==> src/design/ptrs_pkg.sv <==
// ----------------------------------------------------------------------------
// ptrs_pkg: pan/tilt rate servo controller package
// Command codes, register indexes, reset values, fixed-point constants and the
// control and status bundles shared by the controller and the datapath.
// ----------------------------------------------------------------------------
package ptrs_pkg;

  typedef enum logic [2:0] {
    CMD_RAW_SET  = 3'd0,
    CMD_LIM_SET  = 3'd1,
    CMD_STEP     = 3'd2,
    CMD_SET_RATE = 3'd3,
    CMD_TICK     = 3'd4,
    CMD_HOME     = 3'd5
  } cmd_e;

  localparam int CFG_IDX_W  = 3;
  localparam int CFG_DATA_W = 12;

  localparam logic [CFG_IDX_W-1:0] REG_PAN_MIN   = 3'd0;
  localparam logic [CFG_IDX_W-1:0] REG_PAN_MAX   = 3'd1;
  localparam logic [CFG_IDX_W-1:0] REG_TILT_MIN  = 3'd2;
  localparam logic [CFG_IDX_W-1:0] REG_TILT_MAX  = 3'd3;
  localparam logic [CFG_IDX_W-1:0] REG_MAX_RATE  = 3'd4;
  localparam logic [CFG_IDX_W-1:0] REG_MAX_STEP  = 3'd5;
  localparam logic [CFG_IDX_W-1:0] REG_PULSE_MIN = 3'd6;
  localparam logic [CFG_IDX_W-1:0] REG_PULSE_MAX = 3'd7;

  localparam logic [7:0]  RST_LIM_MIN   = 8'd0;
  localparam logic [7:0]  RST_LIM_MAX   = 8'd180;
  localparam logic [9:0]  RST_MAX_RATE  = 10'd90;
  localparam logic [9:0]  RST_MAX_STEP  = 10'd100;
  localparam logic [11:0] RST_PULSE_MIN = 12'd544;
  localparam logic [11:0] RST_PULSE_MAX = 12'd2400;

  localparam int PAN_HOME_DEG_DEF  = 90;
  localparam int TILT_HOME_DEG_DEF = 90;

  localparam logic [7:0]  FULL_DEG     = 8'd180;
  localparam logic [17:0] MDEG_PER_DEG = 18'd1000;
  localparam logic [17:0] FULL_MDEG    = 18'd180000;

  // floor(x / 1000) = (x * DEG_RECIP) >> 28, exact for x up to 255000.
  localparam logic [18:0] DEG_RECIP = 19'd268436;
  // floor(y / 5625) = (y * PULSE_RECIP) >> 37, exact for y below 2^25.
  // 180000 = 32 * 5625, so the pulse quotient drops five bits first.
  localparam logic [24:0] PULSE_RECIP = 25'd24433592;

  typedef struct packed {
    logic latch;
    logic exec;
    logic mul;
    logic intg;
    logic cv1;
    logic cv2;
    logic load;
  } ctrl_t;

  typedef struct packed {
    logic is_tick;
  } status_t;

endpackage

==> src/design/ptrs_ctrl.sv <==
// ----------------------------------------------------------------------------
// ptrs_ctrl: sequencing state machine
// Walks one command word through execute, tick integration, pulse conversion
// and the result register, and runs both channel handshakes.
// ----------------------------------------------------------------------------
module ptrs_ctrl (
  input  logic              clk_i,
  input  logic              rst_ni,
  input  logic              in_valid_i,
  output logic              in_ready_o,
  output logic              out_valid_o,
  input  logic              out_ready_i,
  input  ptrs_pkg::status_t status_i,
  output ptrs_pkg::ctrl_t   ctrl_o
);

  typedef enum logic [2:0] {
    ST_IDLE,
    ST_EXEC,
    ST_MUL,
    ST_INTG,
    ST_CV1,
    ST_CV2,
    ST_FIN
  } state_e;

  state_e state_q;
  logic   out_valid_q;
  logic   load;

  assign load = (state_q == ST_FIN) && (!out_valid_q || out_ready_i);

  always_comb begin
    ctrl_o       = '0;
    ctrl_o.latch = (state_q == ST_IDLE) && in_valid_i;
    ctrl_o.exec  = (state_q == ST_EXEC);
    ctrl_o.mul   = (state_q == ST_MUL);
    ctrl_o.intg  = (state_q == ST_INTG);
    ctrl_o.cv1   = (state_q == ST_CV1);
    ctrl_o.cv2   = (state_q == ST_CV2);
    ctrl_o.load  = load;
  end

  assign in_ready_o  = (state_q == ST_IDLE);
  assign out_valid_o = out_valid_q;

  always_ff @(posedge clk_i or negedge rst_ni) begin
    if (!rst_ni) begin
      state_q     <= ST_IDLE;
      out_valid_q <= 1'b0;
    end else begin
      if (load) begin
        out_valid_q <= 1'b1;
      end else if (out_ready_i) begin
        out_valid_q <= 1'b0;
      end
      unique case (state_q)
        ST_IDLE: begin
          if (in_valid_i) state_q <= ST_EXEC;
        end
        ST_EXEC: begin
          state_q <= status_i.is_tick ? ST_MUL : ST_CV1;
        end
        ST_MUL:  state_q <= ST_INTG;
        ST_INTG: state_q <= ST_CV1;
        ST_CV1:  state_q <= ST_CV2;
        ST_CV2:  state_q <= ST_FIN;
        ST_FIN: begin
          // The result waits here only while the previous word is still unread.
          if (load) state_q <= ST_IDLE;
        end
        default: state_q <= ST_IDLE;
      endcase
    end
  end

endmodule

==> config.mk <==
export PLATFORM = sky130hd
export DESIGN_NAME = ptrs_ctrl
export DESIGN_NICKNAME = d
export VERILOG_FILES = /design/src/design/ptrs_pkg.sv /design/src/design/ptrs_ctrl.sv
export SDC_FILE = /design/constraint.sdc
export NUM_CORES = 1
export LEC_CHECK = 0
export ABC_AREA = 1
export BUFFER_PORTS_ARGS = -buffer_cell sky130_fd_sc_hd__buf_2
export CORE_AREA = 2 2 39 41
export CTS_CLUSTER_SIZE = 20
export DETAILED_ROUTE_END_ITERATION = 12
export DIE_AREA = 0 0 41 43
export GPL_TIMING_DRIVEN = 0
export HOLD_SLACK_MARGIN = 0.15
export PLACE_DENSITY = 0.44
export SYNTH_ARGS = -nofsm -noshare
export SYNTH_HDL_FRONTEND = slang
export SYNTH_SLANG_ARGS = --single-unit
==> constraint.sdc <==
create_clock -name clk_i -period 1.2 [get_ports clk_i]
set_clock_uncertainty 0.2 [all_clocks]
set_input_delay 0.12 -clock clk_i [delete_from_list [all_inputs] [get_ports clk_i]]
set_output_delay 0.12 -clock clk_i [all_outputs]
set_load 0.1 [all_outputs]
==> results_dict.tcl <==
set metrics [dict create \
    syn_nets 44 \
    grt.total_usage_pct 9.55 \
    ys_warn_count 0 \
    cap_violations 0 \
    grt_max_degree 8 \
    worstPathArrival_ns 1.26 \
    fin_crit_ns 1.58 \
    rsz0062_at_grt "yes" \
    place_hpwl_um 478 \
    nFillCells 128 \
    ys_ff_latch 4 \
    first_pass_iters 3 \
    die_w_um 41 \
    cts_tree "built" \
    place_congestion 0.684 \
    seq_area_um2 108 \
    final_cell_mix "9 x buf_12, 9 x buf_4, 7 x nor2_4, 6 x nand3_1, 5 x dlygate4sd3_1" \
    cp.required_ns 0.88 \
    holdCritPathClass "reg -> reg" \
    failed_checks "setup timing" \
    path_class "reg -> out" \
    ioPinCount 14 \
    clock-sinks 4 \
    report.final.hold_viol_count 0 \
    clockRootBuffer "clkbuf_4" \
    detail_route.wl_per_cell_um 8.07 \
    syn-instance-count 39 \
    fin_ws_ns -0.382 \
    slew_viol_final 0 \
    clk_pin_slew_worst_paths_ns 0.04 \
    core_area_um2 1380 \
    totalWireLength_um 678 \
    vias 342 \
    hp-start "out_valid_o" \
    design.die.area_um2 1760 \
    tns_ns -2.78 \
    seq_area_frac_synth_pct 39.0 \
    multi_input_area_um2 179 \
    start_util_pct 18.5 \
    slew_headroom_pct 88.5 \
    yosys.area.top_type "dfrtp_1" \
    drc 0 \
    tightest_slew_ns 0.172 \
    h-tree-depth 1 \
    die_h_um 43 \
    via_per_inst 4.07 \
    ys_types 12 \
    r2r_start "state_q[1]" \
    cp-startpoint "state_q[1]" \
    netlist.area_leader.share_pct 39.0 \
    grt_pass1_wl_mm 1.17 \
    endpoint_kind "output port" \
    outcome "finished, violations left" \
    clock_path_buffers 2 \
    cts_buffers 3 \
    antenna_found_initial 0 \
    crit_path_max_fanout 6 \
    drt_first_iter_violations 2 \
    grt_pass1_vias 316 \
    min_period_over_period_pct 132 \
    antenna_cells 0 \
    portBuffers 13 \
    max_clock_freq_mhz 632 \
    clock_latency_ns 0.23 \
    syn2layout_area_growth_pct 171 \
    synthTopCellsByArea "dfrtp_1 39%, nand3_1 12%, inv_1 12%" \
    drive_above_1_share_pct 72.1 \
    ant_nets 0 \
    setup_viol 10 \
    syn_area_um2 256 \
    syn_area_per_cell_um2 6.58 \
    critPathLaunchType "flip-flop" \
    final_nets 75 \
    fp-row-count 14 \
    grt_overflow 0 \
]
-- synthesized netlist by cell type --
library cell and n:
inv_1 8, nand2_1 3, nand2_2 1, nor2_2 3, nor3_1 1, o21ai_1 1, o21ai_0 1, nor2_1 8
buf_4 1, nand3_1 6, inv_2 2, dfrtp_1 4
-- cell type report --
cell class              instances  area share [%]
well taps                      16            2.88
flip-flops and latches          4            15.5
clock buffers                   3            3.24
multi-input cells              24            25.8
repair buffers                 27            45.8
inverters                      10            6.85
-- worst max-delay path, stage by stage, from the launching register on --
cell and delay [ns]:
dfrtp_2 0.44, nor2_1 0.18, nand2_2 0.11, nor2_4 0.12
buf_12 0.18
-- per-stage QoR --
step                      hold slack, ns  instance area, um^2  util [%]  worst slack (ns)  cells
after global placement            -0.268                  412      29.7            -0.481     68
after detailed placement          -0.266                  412      29.7            -0.459     68
after global routing               0.465                  694      50.2            -0.426     84
final                              0.406                  694      50.2            -0.382     84
after CTS                          0.412                  674      48.7            -0.419     83
after floorplan                   -0.376                  327         -            -0.430     39
-- path summary, 6_finish.rpt --
path	slack, ns	to	depth (start not counted)
worst max-delay path	-0.38	ctrl_o[6]	4
worst min-delay path	0.41	out_valid_o	2
worst max register to register	-0.01	state_q[2]	5
worst min register to register	0.41	out_valid_o	2
max in group asynchronous	0.10	out_valid_o	3
min in group asynchronous	0.55	state_q[1]	3
-- logic make-up after synthesis --
kind of cell / after synthesis / synth area share [%]
AOI/OAI and AO/OA: 2 / 3.90
and+or+nand+nor: 22 / 39.5
DFF: 4 / 39.0
buffers and inverters: 11 / 17.6
-- layer usage --
layer	vias to the layer above	GRT usage, %	wire length (um)
li1	177	-	-
met1	156	11.9	293
met2	9	14.4	351
met3	0	1.57	33
met4	0	6.00	0
met5	-	0	0
-- state kept, by name, indices dropped and copies added (netlist names) --
register,count
state_q,3
out_valid_o,1
-- timing repair --
action                                 CTS  global route
setup endpoints to repair                9            11
endpoints found under the hold margin    8             0
gates resized for setup                 37             6
pin swaps                                4             5
hold buffers                             5             0
setup buffers                            7             2
Power is not shown: default switching activity piles up to over one toggle a cycle in this logic, so the estimate is an artifact.
